**src/design/kts_ram.sv**
```systemverilog
module kts_ram #(
    parameter int WIDTH  = 32,
    parameter int DEPTH  = 64,
    parameter int ADDR_W = (DEPTH > 1) ? $clog2(DEPTH) : 1
) (
    input  logic              i_clk,
    input  logic              i_we,
    input  logic [ADDR_W-1:0] i_waddr,
    input  logic [WIDTH-1:0]  i_wdata,
    input  logic [ADDR_W-1:0] i_raddr,
    output logic [WIDTH-1:0]  o_rdata
);

    logic [WIDTH-1:0] r_mem [DEPTH];
    logic [WIDTH-1:0] r_rdata;

    always_ff @(posedge i_clk) begin
        if (i_we) begin
            r_mem[i_waddr] <= i_wdata;
        end
        r_rdata <= r_mem[i_raddr];
    end

    assign o_rdata = r_rdata;

endmodule

```
**config.mk**
```make
export PLATFORM = sky130hd
export DESIGN_NAME = kts_ram
export DESIGN_NICKNAME = d
export VERILOG_FILES = /design/src/design/kts_ram.sv
export SDC_FILE = /design/constraint.sdc
export NUM_CORES = 2
export LEC_CHECK = 0
export ABC_AREA = 1
export BUFFER_PORTS_ARGS = -buffer_cell sky130_fd_sc_hd__buf_4
export CORE_MARGIN = 1.5
export CORE_UTILIZATION = 45
export DETAILED_ROUTE_END_ITERATION = 8
export PLACE_DENSITY = 0.61
export SYNTH_ARGS = -nofsm -noshare
export SYNTH_HDL_FRONTEND = slang
export SYNTH_SLANG_ARGS = --single-unit
```
**constraint.sdc**
```tcl
create_clock -name i_clk -period 6.8 [get_ports i_clk]
set_clock_uncertainty 0.2 [all_clocks]
set_input_delay 0.34 -clock i_clk [delete_from_list [all_inputs] [get_ports i_clk]]
set_output_delay 0.34 -clock i_clk [all_outputs]
set_load 0.005 [all_outputs]
```
==> results.cfg <==
[critical_path]
worstSetupStartpoint = i_waddr[0]
cp.depth = 6
crit_path_start_kind = input pin
crit_buf_inv = 4
slowest_stage = nand4_1
timing.rr.start = r_mem[19][20]
critPathMaxStageDelay_ps = 860
r2r_slack_ps = 4690
r2r-end = o_rdata[20]
rr_worst_depth = 8
cp-end-kind = register
critPathKind = input pin to register
cp_top_family = simple AND/OR/NAND/NOR gates
arrival_ps = 3600
path_cells = dlygate4sd3_1, buf_4, inv_1, nand4_1, nor2_4, buf_4
path_common_cell = buf_4
required_ps = 7050
crit_end = r_mem[28][30]
critical_path.max_fanout = 24

[logic_synthesis]
ys_seq_area_share_pct = 75.1
ys_ff_latch = 2080
synthTopCellsByArea = edfxtp_1 74%, nand3_1 12%, nand2_1 10%
syn-num-nets = 6815
synth_cells = 6769
syn-mean-instance-area_sq_um = 12.2
syn_area_sq_um = 82700
yosysWarningCount = 0
yosysTopAreaCellShare_pct = 74.3
yosysTopAreaCell = edfxtp_1
yosysUniqueCellTypes = 16

[routing]
vias_per_cell = 5.78
firstDrtPassIters = 8
ant_nets = 0
via_count = 54340
wirelength_microns = 250000
drt_iter0_drc = 7041
drcViolationCount = 0
wl_per_cell_microns = 26.6

[placed_design]
placed_area_sq_um = 85800
io_buffers = 77
gp_congestion = 0.836
hpwlAfterDp_microns = 124000
pre_cts_slack_ps = 2820
dp.cells = 8986

[layout]
post-route-util_pct = 50.8
syn2layout_area_growth_pct = 12.4
mostFrequentLayoutCell = nand2_1
stdcell_count = 9408
drive_gt1_share_pct = 8.14
fin_area_sq_um = 93000
final_net_count = 6812
final_cell_mix = 2248 x nand2_1, 2048 x edfxtp_1, 1907 x nand3_1

[die]
fp.dieH_microns = 432
start_util_pct = 45.2
rows = 157
io-pin-count = 78
dieArea_sq_um = 186000
core_sq_um = 183000
die_w_microns = 432

[pwr]
net-switching-power_mw = 6.12
ir_drop_uv = 233
clkPwrFrac_pct = 41.9
p_int_mw = 21.3
combinationalPowerShare_pct = 6.1
power_switching_share_pct = 22.3
seqPwrFrac_pct = 52.0
leakage_nw = 32.4
powerDensity_nw_per_um2 = 295

[global_routing]
grt_pass1_wl_microns = 356000
antenna_found_initial = 16
overflow = 0
grtUsageTotal_pct = 26.4
grt_pass1_vias = 50480
grt_max_degree = 191

[clock_network]
worstSkewPairLatency_ps = 840
cts_tree = done
cts_buffers = 204
cts_max_level = 4
clk_pin_slew_ps = 60
postCtsSetupBuffers = 0
cts_root_buf = clkbuf_16
cts_max_path_buffers = 3
clock-sinks = 2080

[timing]
period_share_pct = 49.3
hold_viol_final = 0
setup_ws_ps = 3450
tightestPinTransition_ps = 1070
max_freq_ghz = 0.299
slew_headroom_pct = 28.9
rsz0062_at_grt = no
finalMaxSlewViolations = 0
fin_setup_tns_ps = 0
period_minus_slack_ps = 3350
finalSetupViolCount = 0

[hold_path]
hp-class = input pin to register
hold_depth = 7

[status]
status = complete, no violations

[flow_run]
drv_cap = 0
-- cell families after synthesis --
family        count (synthesis)  share of synthesized area (%)
buf+inv                     461                           2.78
flops                      2080                           75.1
simple gates               4228                           22.1
-- state kept, by name, indices dropped and copies added, names as in the netlist --
register and flops:
r_mem 2048, o_rdata 32
-- through the flow --
stage / total power, mW / hold WS [ps]
floorplan: 15.4 / 239
detailed placement: 16.2 / 525
CTS: 27.5 / 92.4
finish: 27.4 / 146
global placement: 16.2 / 522
global route: 28.1 / 138
-- power by group through the flow --
| stage | Clock (mW) | Combinational, mW | Sequential (mW) |
|---|---|---|---|
| CTS | 11.6 | 1.67 | 14.3 |
| global route | 12.1 | 1.80 | 14.3 |
| global placement | 0 | 1.63 | 14.5 |
| detailed placement | 0 | 1.64 | 14.5 |
| floorplan | 0 | 0.872 | 14.5 |
| finish | 11.5 | 1.67 | 14.3 |
-- metal layers --
metal	GRT usage, %	part of all wire (%)	vias to the layer above
li1	-	-	24125
met1	35.8	40	27084
met2	41.7	47	2666
met4	13.4	5.1	2
met5	0	0.0052	-
met3	4.04	8.0	463
-- cells in the mapped netlist --
library cell  count
buf_1            40
buf_2           282
buf_4            45
buf_6             3
buf_8             2
clkbuf_1         77
dfxtp_1          32
edfxtp_1       2048
inv_1             9
inv_2             2
inv_4             1
nand2_1        2248
nand3_1        1907
nand4_1           9
nor2_1           56
nor4_1            8
-- layout make-up --
cell class              instances  area (sq um)
repair buffers                240          2100
clock inverters               102          1150
diodes                         11          27.5
clock buffers                 271          5630
well taps                    2464          3080
flip-flops and latches       2080         62100
inverters                      12          81.3
multi-input cells            4228         18800
fillers                     15580         89900
-- tightest hold or removal path: stages --
cell and delay (ps):
buf_8 270, nand3_1 180, nand3_1 60, nand3_1 70
nand2_1 50, nand2_1 50, nand2_1 50
-- worst min-delay path by stage --
stage	from	end
after CTS	i_raddr[2]	o_rdata[23]
after detailed placement	o_rdata[4]	o_rdata[4]
final	i_raddr[2]	o_rdata[23]
after floorplan	i_wdata[0]	r_mem[0][0]
after global placement	o_rdata[4]	o_rdata[4]
after global routing	i_raddr[2]	o_rdata[23]
-- timing repair --
action	4_1_cts	5_1_grt
endpoints found under the hold margin	2173	0
hold buffers	38	0
resized for setup	0	0
Power figures use the tool's default switching activity.
