File: src/design/kts_pkg.sv
package kts_pkg;

    // Command codes carried on the input beat.
    localparam logic [1:0] CMD_RECORD   = 2'd0;
    localparam logic [1:0] CMD_SNAPSHOT = 2'd1;
    localparam logic [1:0] CMD_CLEAR    = 2'd2;

    // Status codes carried on the result beat.
    localparam logic [2:0] STS_RECORDED   = 3'd0;
    localparam logic [2:0] STS_CREATED    = 3'd1;
    localparam logic [2:0] STS_DROPPED    = 3'd2;
    localparam logic [2:0] STS_CLEARED    = 3'd3;
    localparam logic [2:0] STS_SNAP_ENTRY = 3'd4;
    localparam logic [2:0] STS_SNAP_EMPTY = 3'd5;

    // One entry's statistics, as held in the statistics memory.
    typedef struct packed {
        logic [31:0] calls;
        logic [47:0] total;
        logic [31:0] latest;
        logic [31:0] worst;
        logic [31:0] least;
    } t_stats;

    // Statistics of a freshly cleared entry; least starts at all ones.
    localparam t_stats STATS_CLEAR = '{
        calls:  32'd0,
        total:  48'd0,
        latest: 32'd0,
        worst:  32'd0,
        least:  32'hFFFF_FFFF
    };

endpackage

File: src/design/kts_update.sv
module kts_update
    import kts_pkg::*;
(
    input  t_stats      i_old,
    input  logic        i_fresh,
    input  logic [31:0] i_elapsed,
    output t_stats      o_new
);

    t_stats base;

    // A newly allocated slot starts from cleared statistics, not from memory.
    always_comb begin
        base         = i_fresh ? STATS_CLEAR : i_old;
        o_new.calls  = base.calls + 32'd1;
        o_new.total  = base.total + {16'd0, i_elapsed};
        o_new.latest = i_elapsed;
        o_new.worst  = (i_elapsed > base.worst) ? i_elapsed : base.worst;
        o_new.least  = (i_elapsed < base.least) ? i_elapsed : base.least;
    end

endmodule

File: config.mk
export PLATFORM = sky130hd
export DESIGN_NAME = kts_update
export DESIGN_NICKNAME = d
export VERILOG_FILES = /design/src/design/kts_pkg.sv /design/src/design/kts_update.sv
export SDC_FILE = /design/constraint.sdc
export NUM_CORES = 1
export LEC_CHECK = 0
export BUFFER_PORTS_ARGS = -buffer_cell sky130_fd_sc_hd__buf_2
export CORE_AREA = 2 2 151 153
export DETAILED_ROUTE_END_ITERATION = 7
export DIE_AREA = 0 0 153 155
export PLACE_DENSITY = 0.59
export SLEW_MARGIN = 0
export SYNTH_ARGS = -nofsm -noshare
export SYNTH_HDL_FRONTEND = slang
export SYNTH_SLANG_ARGS = --single-unit
File: constraint.sdc
create_clock -name vclk -period 6.4
set_input_delay 1.28 -clock vclk [all_inputs]
set_output_delay 1.28 -clock vclk [all_outputs]
set_load 0.005 [all_outputs]
==> summary.md <==
| Metric | Value |
|---|---|
| Outcome | `complete, no violations` |
| Max Slew Vio Count | `0` |
| Post-DP Area | `7657 sq um` |
| Req. time, crit path | `5120 ps` |
| Clock buffer cells | `0` |
| Hold endpoint | `o_new[64]` |
| Largest fanout on the critical path | `37` |
| Post-CTS Setup Inserts | `0` |
| Total number of vias | `6,998` |
| Final min period | `5948 ps` |
| Metal-1 WL | `10.11 mm` |
| Drt total wl | `23.10 mm` |
| Slew margin rel. | `0.5759` |
| Syn_area_per_cell | `6.920 sq um` |
| Pre-CTS WS | `340.4 ps` |
| Fin util | `0.3447` |
| CP Class | `input port to output port` |
| Initial antenna violation count | `2` |
| Register area | `0 sq um` |
| Routed length per instance | `16.24 um` |
| Final-report hold violation count | `0` |
| Register area share after synthesis | `0` |
| Initial DRT Pass Iterations | `6` |
| Core area | `22,230 sq um` |
| Synth-to-layout area growth | `33.25%` |
| Commonest non-fill, non-tap cells in the layout | `buf_2, ha_1, nor2_1, mux2i_1, a21oi_1` |
| DP HPWL | `20.02 mm` |
| HP Start | `i_elapsed[0]` |
| Antenna Nets Post-Route | `0` |
| Residual DRC count | `0` |
| Unrepaired setup endpoints after global routing | `no` |
| Final setup vio count | `0` |
| Overall fraction of global-route tracks in use | `0.1816` |
| Metal3 WL | `1.187 mm` |
| Total power | `635.5 uW` |
| Multi-input logic area | `5199 sq um` |
| Post-Syn Instances | `831` |
| Final cell count without fillers | `1,422` |
| Syn_nets | `1,137` |
| Die H | `155 um` |
| Share of layout cells above drive strength 1 | `0.3366` |
| Setup TNS | `0 ps` |
| Synth cell types | `48` |
| Final #Nets | `1,443` |
| Critical path startpoint | `i_fresh` |
| Power per cell area | `82.94 nW/um^2` |
| Largest net degree at the start of global routing | `39` |
| Fmax | `0.1681 GHz` |
| # hold bufs at CTS | `0` |
| Die area | `23,720 sq um` |
| DR WL met2 | `11.36 mm` |
| Row count | `55` |
| Hold_ws | `2809 ps` |
| Initial DRC count | `377` |
| Number of global-route vias before repair | `6,632` |
| Vias per inst | `4.921` |
| Finished Cell Area | `7662 sq um` |
| Seq_cells | `0` |
| Port Buf Inserts | `353` |
| Fin crit share | `0.9293` |
| Number of I/O pins | `385` |
| Filler cells | `2,422` |
| Max cap viols | `0` |
| Chip width | `153 um` |
| Top routing layer in use | `met4` |
| P_leak | `4.109 nW` |
| Most common cell after layout, fill and taps aside | `buf_2` |
| Post-synthesis cell area | `5751 sq um` |
| Grt ovf | `0` |
| Worst slew pin tran | `620.1 ps` |
| Critical Path End Type | `output port` |
| Post_cts resized | `0` |
| Setup ws final | `452.3 ps` |
| Final Wtd Congestion | `0.8812` |
| Worst Path Arrival | `4670 ps` |
| Initial core utilization | `0.2587` |
| HP Class | `input port to output port` |
| Syn. warnings | `0` |
| First-pass GRT wire length | `35.33 mm` |
| VDD IR max | `0.00003757 V` |
| Hold depth | `2` |
| Startpoint Class | `input port` |
| Placed cells | `1,420` |
-- synthesized netlist by cell type (all sizes together) (7+ instances only) --
cell type | number | area share
ha | 96 | 0.21
nor2 | 81 | 0.053
mux2i | 63 | 0.11
a21oi | 62 | 0.054
nor2b | 49 | 0.053
a21o | 46 | 0.060
inv | 44 | 0.029
nand2b | 44 | 0.048
buf | 42 | 0.051
nand2 | 37 | 0.024
xnor2 | 37 | 0.056
o21ai | 35 | 0.030
nand4 | 31 | 0.034
clkbuf | 26 | 0.017
xor2 | 23 | 0.035
nand3 | 21 | 0.019
or3 | 13 | 0.014
nor3 | 11 | 0.0096
a31oi | 7 | 0.0076
o21bai | 7 | 0.0091
-- report_power, final --
group / total (mW) / switching [mW] / leakage (nW) / internal, mW
registers: 0 / 0 / 0 / 0
clock network: 0.0000000418 / 0 / 0.0000127 / 0.0000000418
logic: 0.635 / 0.343 / 4.11 / 0.293
-- logic make-up after synthesis --
logic type / after synthesis / share of synthesized area
xor gates and xnor gates: 60 / 0.09138
buffers and inverters: 112 / 0.09639
and+or+nand+nor: 312 / 0.2852
adders and majority gates: 97 / 0.2124
AOI/OAI and AO/OA: 184 / 0.1991
muxes: 66 / 0.1155
-- layer usage --
metal,up-vias,global-route usage
met3,24,0.01894
met2,243,0.3419
met5,-,0
li1,3537,-
met4,0,0.02910
met1,3194,0.2266
-- layout make-up --
type,instances,area share
multi-input combinational,719,0.6785
timing repair buffer,372,0.2528
tap,285,0.04654
inverter,44,0.02155
antenna,2,0.0006532
-- worst max-delay path: stages --
cell and delay [ps]:
buf_4 340, nor2_1 150, ha_1 310, a21o_1 160, a21o_1 160, a21oi_1 310
o211ai_1 220, a211oi_1 380, buf_4 180, o31ai_1 80, a211o_2 360, buf_4 280
mux2i_1 270, buf_2 150
-- worst max-delay path by stage --
stage | to | depth (start not counted)
6_report | o_new[14] | 14
5_1_grt | o_new[143] | 13
4_1_cts | o_new[0] | 14
3_3_place_gp | o_new[0] | 14
2_1_floorplan | o_new[134] | 16
3_5_place_dp | o_new[0] | 14
Note: power is estimated with default switching activity, not from simulation.
